### src/rtl/tpq_pkg.sv
`timescale 1ns / 1ps
// shared types and codes for the two level priority task queue
// no dependencies; used by the top, the lane, the checker and the bench
package tpq_pkg;

    // fixed field widths of the request and result ports
    localparam int ACTION_W = 2;
    localparam int STATUS_W = 3;
    localparam int SIZE_W   = 5;
    localparam int CAP_W    = 5;
    localparam int FIELD_W  = 32;
    localparam int CFG_IDX_W = 1;

    // capacity register value after reset
    localparam logic [CAP_W-1:0] CAP_RESET = 5'd16;

    // request actions
    localparam logic [ACTION_W-1:0] ACT_PUSH_HIGH = 2'd0;
    localparam logic [ACTION_W-1:0] ACT_PUSH_LOW  = 2'd1;
    localparam logic [ACTION_W-1:0] ACT_POP       = 2'd2;
    localparam logic [ACTION_W-1:0] ACT_SHUTDOWN  = 2'd3;

    // result status codes
    localparam logic [STATUS_W-1:0] ST_ACCEPTED = 3'd0;
    localparam logic [STATUS_W-1:0] ST_REJECTED = 3'd1;
    localparam logic [STATUS_W-1:0] ST_POPPED   = 3'd2;
    localparam logic [STATUS_W-1:0] ST_EMPTY    = 3'd3;
    localparam logic [STATUS_W-1:0] ST_SHUTDOWN = 3'd4;

    // configuration register indexes
    localparam logic [CFG_IDX_W-1:0] CFG_HIGH_CAP = 1'b0;
    localparam logic [CFG_IDX_W-1:0] CFG_LOW_CAP  = 1'b1;

    // lane lane controls from the scheduler
    typedef struct packed {
        logic push;
        logic pop;
    } t_lane_ctl;

    // lane status back to the scheduler
    typedef struct packed {
        logic full;
        logic empty;
    } t_lane_stat;

endpackage

### src/rtl/two_level_priority_task_queue.sv
`timescale 1ns / 1ps
// two level priority task queue: result strobe in the cycle after a request;
// one request per cycle while not busy; a pop reads the head entry from lane ram
// and the ram's registered read port gives the task in the result cycle
// o_busy is high for the first cycle after reset only; results cannot be stalled
// synchronous active low reset clears fills, heads, totals, shutdown flag,
// capacities back to sixteen; entry contents are not cleared
module two_level_priority_task_queue #(
    parameter int HIGH_DEPTH = 16,
    parameter int LOW_DEPTH  = 16,
    parameter int TASK_BITS  = 32,
    parameter int COUNT_BITS = 32
) (
    input  logic                          i_clk,
    input  logic                          i_rst_n,
    input  logic                          i_start,
    output logic                          o_busy,
    input  logic [tpq_pkg::ACTION_W-1:0]  i_action,
    input  logic [tpq_pkg::FIELD_W-1:0]   i_task_word,
    input  logic                          i_cfg_we,
    input  logic [tpq_pkg::CFG_IDX_W-1:0] i_cfg_idx,
    input  logic [tpq_pkg::CAP_W-1:0]     i_cfg_data,
    output logic                          o_valid,
    output logic [tpq_pkg::STATUS_W-1:0]  o_status,
    output logic [tpq_pkg::FIELD_W-1:0]   o_popped_task,
    output logic                          o_popped_lane,
    output logic [tpq_pkg::SIZE_W-1:0]    o_high_size,
    output logic [tpq_pkg::SIZE_W-1:0]    o_low_size,
    output logic [tpq_pkg::FIELD_W-1:0]   o_high_rejected,
    output logic [tpq_pkg::FIELD_W-1:0]   o_low_rejected,
    output logic [tpq_pkg::FIELD_W-1:0]   o_high_enqueued,
    output logic [tpq_pkg::FIELD_W-1:0]   o_low_enqueued
);
    import tpq_pkg::*;

    localparam int SW  = (TASK_BITS < FIELD_W) ? TASK_BITS : FIELD_W;
    localparam int HCW = $clog2(HIGH_DEPTH + 1);
    localparam int LCW = $clog2(LOW_DEPTH + 1);

    logic                r_live;
    logic                r_stopped, n_stopped;
    logic [CAP_W-1:0]    r_high_cap;
    logic [CAP_W-1:0]    r_low_cap;
    logic                r_valid;
    logic [STATUS_W-1:0] r_status, n_status;
    logic                r_popped, n_popped;
    logic                r_lane, n_lane;

    logic                  accept;
    t_lane_ctl             high_ctl, low_ctl;
    t_lane_stat            high_stat, low_stat;
    logic [HCW-1:0]        high_count;
    logic [LCW-1:0]        low_count;
    logic [SW-1:0]         high_rdata, low_rdata;
    logic [COUNT_BITS-1:0] high_rej, low_rej, high_enq, low_enq;
    logic [SW-1:0]         word;

    assign accept = i_start && r_live;
    assign word   = i_task_word[SW-1:0];

    // request decode: lane controls and result status
    always_comb begin
        high_ctl  = '0;
        low_ctl   = '0;
        n_stopped = r_stopped;
        n_status  = ST_EMPTY;
        n_popped  = 1'b0;
        n_lane    = 1'b0;
        case (i_action)
            ACT_PUSH_HIGH: begin
                high_ctl.push = accept;
                n_status = high_stat.full ? ST_REJECTED : ST_ACCEPTED;
            end
            ACT_PUSH_LOW: begin
                low_ctl.push = accept;
                n_status = low_stat.full ? ST_REJECTED : ST_ACCEPTED;
            end
            ACT_POP: begin
                if (r_stopped) begin
                    n_status = ST_SHUTDOWN;
                end else if (!high_stat.empty) begin
                    high_ctl.pop = accept;
                    n_status = ST_POPPED;
                    n_popped = 1'b1;
                end else if (!low_stat.empty) begin
                    low_ctl.pop = accept;
                    n_status = ST_POPPED;
                    n_popped = 1'b1;
                    n_lane   = 1'b1;
                end else begin
                    n_status = ST_EMPTY;
                end
            end
            ACT_SHUTDOWN: begin
                n_stopped = r_stopped || accept;
                n_status  = ST_SHUTDOWN;
            end
            default: begin
                n_status = ST_EMPTY;
            end
        endcase
    end

    // control state and result strobe
    always_ff @(posedge i_clk) begin
        if (!i_rst_n) begin
            r_live     <= 1'b0;
            r_stopped  <= 1'b0;
            r_valid    <= 1'b0;
            r_popped   <= 1'b0;
            r_high_cap <= CAP_RESET;
            r_low_cap  <= CAP_RESET;
        end else begin
            r_live    <= 1'b1;
            r_stopped <= n_stopped;
            r_valid   <= accept;
            r_popped  <= accept && n_popped;
            if (i_cfg_we && i_cfg_idx == CFG_HIGH_CAP) begin
                r_high_cap <= i_cfg_data;
            end
            if (i_cfg_we && i_cfg_idx == CFG_LOW_CAP) begin
                r_low_cap <= i_cfg_data;
            end
        end
    end

    // result payload registers
    always_ff @(posedge i_clk) begin
        if (accept) begin
            r_status <= n_status;
            r_lane   <= n_lane;
        end
    end

    tpq_lane #(
        .DEPTH      (HIGH_DEPTH),
        .WORD_BITS  (SW),
        .COUNT_BITS (COUNT_BITS)
    ) u_high (
        .i_clk      (i_clk),
        .i_rst_n    (i_rst_n),
        .i_ctl      (high_ctl),
        .i_word     (word),
        .i_cap      (r_high_cap),
        .o_stat     (high_stat),
        .o_count    (high_count),
        .o_rdata    (high_rdata),
        .o_rejected (high_rej),
        .o_enqueued (high_enq)
    );

    tpq_lane #(
        .DEPTH      (LOW_DEPTH),
        .WORD_BITS  (SW),
        .COUNT_BITS (COUNT_BITS)
    ) u_low (
        .i_clk      (i_clk),
        .i_rst_n    (i_rst_n),
        .i_ctl      (low_ctl),
        .i_word     (word),
        .i_cap      (r_low_cap),
        .o_stat     (low_stat),
        .o_count    (low_count),
        .o_rdata    (low_rdata),
        .o_rejected (low_rej),
        .o_enqueued (low_enq)
    );

    // result ports: sizes and totals already reflect the request just taken
    assign o_busy          = !r_live;
    assign o_valid         = r_valid;
    assign o_status        = r_status;
    assign o_popped_lane   = r_popped && r_lane;
    assign o_popped_task   = !r_popped ? '0 :
                             r_lane ? FIELD_W'(low_rdata) : FIELD_W'(high_rdata);
    assign o_high_size     = SIZE_W'(high_count);
    assign o_low_size      = SIZE_W'(low_count);
    assign o_high_rejected = FIELD_W'(high_rej);
    assign o_low_rejected  = FIELD_W'(low_rej);
    assign o_high_enqueued = FIELD_W'(high_enq);
    assign o_low_enqueued  = FIELD_W'(low_enq);

endmodule

### src/rtl/tpq_ram.sv
`timescale 1ns / 1ps
// generic single write port, single read port ram with registered read
// no dependencies
module tpq_ram #(
    parameter int WIDTH = 32,
    parameter int DEPTH = 16,
    localparam int AW = (DEPTH > 1) ? $clog2(DEPTH) : 1
) (
    input  logic             i_clk,
    input  logic             i_we,
    input  logic [AW-1:0]    i_waddr,
    input  logic [WIDTH-1:0] i_wdata,
    input  logic [AW-1:0]    i_raddr,
    output logic [WIDTH-1:0] o_rdata
);

    logic [WIDTH-1:0] r_mem [DEPTH];
    logic [WIDTH-1:0] r_rdata;

    // write port
    always_ff @(posedge i_clk) begin
        if (i_we) begin
            r_mem[i_waddr] <= i_wdata;
        end
    end

    // registered read, old data on collision
    always_ff @(posedge i_clk) begin
        r_rdata <= r_mem[i_raddr];
    end

    assign o_rdata = r_rdata;

endmodule

### src/rtl/tpq_lane.sv
`timescale 1ns / 1ps
// one bounded fifo lane: entry ram, head and fill, capacity check, totals
// depends on tpq_pkg and tpq_ram
module tpq_lane #(
    parameter int DEPTH      = 16,
    parameter int WORD_BITS  = 32,
    parameter int COUNT_BITS = 32,
    localparam int CW = $clog2(DEPTH + 1)
) (
    input  logic                      i_clk,
    input  logic                      i_rst_n,
    input  tpq_pkg::t_lane_ctl        i_ctl,
    input  logic [WORD_BITS-1:0]      i_word,
    input  logic [tpq_pkg::CAP_W-1:0] i_cap,
    output tpq_pkg::t_lane_stat       o_stat,
    output logic [CW-1:0]             o_count,
    output logic [WORD_BITS-1:0]      o_rdata,
    output logic [COUNT_BITS-1:0]     o_rejected,
    output logic [COUNT_BITS-1:0]     o_enqueued
);
    import tpq_pkg::*;

    localparam int AW = (DEPTH > 1) ? $clog2(DEPTH) : 1;
    localparam int KW = (CW > CAP_W) ? CW : CAP_W;
    localparam logic [KW-1:0] DEPTH_K = KW'(DEPTH);
    localparam logic [CW:0]   DEPTH_S = (CW + 1)'(DEPTH);

    logic [AW-1:0]         r_head, n_head;
    logic [CW-1:0]         r_count, n_count;
    logic [COUNT_BITS-1:0] r_rej, n_rej;
    logic [COUNT_BITS-1:0] r_enq, n_enq;

    logic [KW-1:0] cap_min1;
    logic [KW-1:0] cap_eff;
    logic          full;
    logic          push_ok;
    logic [CW:0]   wsum;
    logic [AW-1:0] waddr;

    // effective capacity: zero acts as one, clamp to depth
    always_comb begin
        cap_min1 = (i_cap == '0) ? KW'(1) : KW'(i_cap);
        cap_eff  = (cap_min1 > DEPTH_K) ? DEPTH_K : cap_min1;
        full     = (KW'(r_count) >= cap_eff);
        push_ok  = i_ctl.push && !full;
    end

    // tail address, head plus fill wrapped once
    always_comb begin
        wsum  = (CW + 1)'(r_head) + (CW + 1)'(r_count);
        if (wsum >= DEPTH_S) begin
            wsum = wsum - DEPTH_S;
        end
        waddr = AW'(wsum);
    end

    // head, fill and saturating totals
    always_comb begin
        n_head  = r_head;
        n_count = r_count;
        n_rej   = r_rej;
        n_enq   = r_enq;
        if (push_ok) begin
            n_count = r_count + CW'(1);
            if (r_enq != '1) begin
                n_enq = r_enq + COUNT_BITS'(1);
            end
        end else if (i_ctl.push) begin
            if (r_rej != '1) begin
                n_rej = r_rej + COUNT_BITS'(1);
            end
        end else if (i_ctl.pop) begin
            n_count = r_count - CW'(1);
            n_head  = (r_head == AW'(DEPTH - 1)) ? '0 : r_head + AW'(1);
        end
    end

    always_ff @(posedge i_clk) begin
        if (!i_rst_n) begin
            r_head  <= '0;
            r_count <= '0;
            r_rej   <= '0;
            r_enq   <= '0;
        end else begin
            r_head  <= n_head;
            r_count <= n_count;
            r_rej   <= n_rej;
            r_enq   <= n_enq;
        end
    end

    // entry store, read always at the head
    tpq_ram #(
        .WIDTH (WORD_BITS),
        .DEPTH (DEPTH)
    ) u_ram (
        .i_clk   (i_clk),
        .i_we    (push_ok),
        .i_waddr (waddr),
        .i_wdata (i_word),
        .i_raddr (r_head),
        .o_rdata (o_rdata)
    );

    assign o_stat.full  = full;
    assign o_stat.empty = (r_count == '0);
    assign o_count      = r_count;
    assign o_rejected   = r_rej;
    assign o_enqueued   = r_enq;

endmodule

### config.mk
export PLATFORM = sky130hd
export DESIGN_NAME = two_level_priority_task_queue
export DESIGN_NICKNAME = d
export VERILOG_FILES = /design/src/rtl/tpq_pkg.sv /design/src/rtl/two_level_priority_task_queue.sv /design/src/rtl/tpq_ram.sv /design/src/rtl/tpq_lane.sv
export SDC_FILE = /design/constraint.sdc
export NUM_CORES = 1
export LEC_CHECK = 0
export BUFFER_PORTS_ARGS = -buffer_cell sky130_fd_sc_hd__buf_2
export CORE_MARGIN = 1.5
export CORE_UTILIZATION = 45
export CTS_CLUSTER_DIAMETER = 50
export DETAILED_ROUTE_END_ITERATION = 10
export PLACE_DENSITY_LB_ADDON = 0.2
export SETUP_SLACK_MARGIN = 0.1
export SLEW_MARGIN = 30
export SYNTH_ARGS = -nofsm -noshare
export SYNTH_HDL_FRONTEND = slang
export SYNTH_SLANG_ARGS = --single-unit
### constraint.sdc
create_clock -name i_clk -period 6.2 [get_ports i_clk]
set_input_delay 0.93 -clock i_clk [delete_from_list [all_inputs] [get_ports i_clk]]
set_output_delay 0.93 -clock i_clk [all_outputs]
set_load 0.01 [all_outputs]
==> impl_metrics.yaml <==
clocking:
  htree_levels: 4
  cts.sinks: 1252
  clock_path_buffers: 3
  cts_root_buf: "clkbuf_16"
  clk_pin_slew_worst_paths_ns: 0.06
  clock_latency_ns: 0.75
  cts_tree: "done"
  post_cts_buffers: 0
  cts_made_buffers: 140
  ctsResizeCount: 0
  hold_buffers: 0
yosys:
  synth_warnings: 0
  ys_types: 64
  ys_ff_latch: 1252
  synth_area_um2: 48800
  synth-main-ff-cell: "edfxtp_1"
  synth_top_area_cell: "edfxtp_1"
  synthCells: 2622
  syn_nets: 2698
  syn_area_per_cell_um2: 18.6
  synth_top_area_share_pct: 63.3
  synth_common_cells: "1028 x edfxtp_1, 320 x mux4_2, 224 x dfxtp_1, 150 x nor2_1, 111 x nand2_1"
  synth_area_leaders: "edfxtp_1 63%, mux4_2 15%, dfxtp_1 9.2%"
  synth.yosys.seq_area_share_pct: 72.5
  async_reset_ff_share_pct: 0
  synth-edff-count: 1028
  synth.most_common_cell: "edfxtp_1"
critical_path:
  worstRegToRegCells: 11
  end_kind: "register"
  crit_path_start_kind: "register"
  reg2reg_slack_ns: 2.43
  cp_top_family: "simple AND/OR/NAND/NOR gates"
  crit_arrival_ns: 4.17
  path_depth: 11
  cp.buffers_inverters: 2
  cp_max_fo: 31
  cpMostUsedCell: "nor2_1"
  regToRegStartpoint: "r_high_cap[1]$_SDFFE_PN0P_"
  cpMaxStageDelayCell: "or3_1"
  crit_required_ns: 6.60
  slowest_delay_ns: 0.57
  r2r_end: "u_high.u_ram.r_mem[4][16]$_DFFE_PP_"
  critPathCapture: "u_high.u_ram.r_mem[4][16]$_DFFE_PP_"
  critPathLaunch: "r_high_cap[1]$_SDFFE_PN0P_"
  critical_path_class: "register to register"
  crit_chain: "nor3_1, nor2_1, nor2_1, ha_1, nand2b_1, a31oi_2, o211a_4, inv_2, or3_1, nor2_4, buf_4"
placement:
  gp_congestion: 0.819
  portBuffers: 219
  dp_cells: 4177
  post-dp-hpwl_um: 68400
  dp_slack_ns: 2.25
  dpl_cell_area_um2: 52100
die:
  start_util_pct: 45.5
  num_rows: 120
  num_io_pins: 220
  dieWidth_um: 332
  core_area_um2: 107000
  die_y_um: 332
  die_area_um2: 110000
global_route:
  grt_pass1_wl_um: 167000
  grt_pass1_vias: 25900
  grt_max_degree: 71
  grt_antenna_before_repair: 0
  grt_usage_pct: 20.4
  grt_overflow: 0
final_layout:
  fillers: 8374
  area.sequential_um2: 35400
  postLayoutCellArea_um2: 56800
  syn_to_final_growth_pct: 16.4
  antenna_cells: 0
  num-nets-final: 2993
  drive_gt1_share_pct: 28.7
  fin_cells: 4436
  utilization_pct: 52.9
  multi_input_area_um2: 13100
timing:
  tns_ns: 0
  finalHoldViolations: 0
  fin_crit_sh_pct: 60.8
  period_minus_slack_ns: 3.77
  worstMarginPinSlew_ns: 0.961
  rsz0062_at_grt: "false"
  final_max_slew_viol_count: 0
  whs_ns: 0.473
  setup_violations: 0
  worst_slack_ns: 2.43
  relSlewSlack_pct: 35.9
  max_freq_mhz: 265
  skew_ns: 0.0278
power:
  power_mw: 17.8
  p_leak_nw: 18.3
  irDropWorstVdd_mv: 0.281
  power_density_nw_per_um2: 313
min_path:
  hp-class: "register to register"
route:
  finalWirelength_um: 112000
  viasPerCell: 5.76
  dr_total_vias: 25500
  drtPass1Iterations: 5
  drc_errors: 0
  ant_nets: 0
  drt_iter0_markers: 1990
  wire_per_inst_um: 25.2
flow_run:
  cap_viol_max_count: 0
run_status:
  outcome: "completed"
## report_power, final
group / internal (mW) / switching [mW]
Combinational: 0.135 / 0.281
Clock: 4.91 / 3.30
Sequential: 9.13 / 0.0312
## final cells by class
type	count	share of cell area (%)
clock buffers	191	6.86
clock inverters	67	1.33
inverters	22	0.150
multi-input cells	1224	23.1
flip-flops and latches	1252	62.3
well taps	1403	3.09
repair buffers	277	3.21
## logic make-up (layout without fill, tap and decap cells)
group / after synthesis / in the layout / synth area share [%]
muxes: 366 / 366 / 15.7
AOI/OAI and AO/OA: 133 / 133 / 1.67
adders and majority gates: 32 / 32 / 0.882
and+or+nand+nor: 594 / 594 / 6.29
xor gates and xnor gates: 99 / 99 / 1.78
buffers and inverters: 146 / 557 / 1.21
DFF: 1252 / 1252 / 72.5
## state kept, by name, summed over array words and instances (netlist names), 32 cells and up
| register | flops |
|---|---|
| u_high.o_enqueued | 32 |
| u_low.o_rejected | 32 |
| u_high.u_ram.r_mem | 512 |
| u_low.u_ram.o_rdata | 32 |
| u_low.u_ram.r_mem | 512 |
| u_high.o_rejected | 32 |
| u_high.u_ram.o_rdata | 32 |
| u_low.o_enqueued | 32 |
## how the worst min path moves through the flow
| stage | from | endpoint | slack (ns) | cells past startpoint |
|---|---|---|---|---|
| CTS | i_cfg_data[0] | r_high_cap[0]$_SDFFE_PN0P_ | 0.43 | 3 |
| detailed placement | r_low_cap[0]$_SDFFE_PN0P_ | r_low_cap[0]$_SDFFE_PN0P_ | 0.47 | 2 |
| finish | r_low_cap[0]$_SDFFE_PN0P_ | r_low_cap[0]$_SDFFE_PN0P_ | 0.47 | 2 |
| global placement | r_low_cap[0]$_SDFFE_PN0P_ | r_low_cap[0]$_SDFFE_PN0P_ | 0.46 | 2 |
| global route | i_cfg_data[0] | r_low_cap[0]$_SDFFE_PN0P_ | 0.46 | 3 |
| floorplan | r_low_cap[0]$_SDFFE_PN0P_ | r_low_cap[0]$_SDFFE_PN0P_ | 0.44 | 2 |
## routing by layer
layer  global-route usage [%]  share of wire, %
met1                     28.7                44
met2                     33.3                49
met3                     3.49               6.0
met4                     4.97               1.6
met5                        0                 0
## tightest hold or removal path, delay by kind of cell, from the launching register on
family,cells,cell delay (ns)
flip-flops,1,0.31
AND/OR/NAND/NOR,1,0.06
AO/OA/AOI/OAI,1,0.06
## cell usage in the layout (no fill, tap or decap), drive strengths merged, types with 4 or more instances in the layout
| cell | instances |
|---|---|
| a21o | 9 |
| a21oi | 57 |
| and2 | 17 |
| and3 | 30 |
| and4 | 12 |
| buf | 277 |
| bufinv | 11 |
| clkbuf | 191 |
| clkinv | 35 |
| clkinvlp | 9 |
| dfxtp | 224 |
| edfxtp | 1028 |
| fa | 4 |
| ha | 28 |
| inv | 34 |
| mux2i | 46 |
| mux4 | 320 |
| nand2 | 111 |
| nand2b | 12 |
| nand3 | 59 |
| nand3b | 5 |
| nand4 | 41 |
| nor2 | 150 |
| nor2b | 34 |
| nor3 | 35 |
| nor3b | 6 |
| nor4 | 32 |
| nor4b | 4 |
| o211ai | 4 |
| o21a | 4 |
| o21ai | 32 |
| o21bai | 5 |
| o311ai | 4 |
| o41ai | 4 |
| or3 | 28 |
| or4 | 6 |
| xnor2 | 71 |
| xor2 | 28 |
Note: power is estimated with default switching activity, not from simulation.
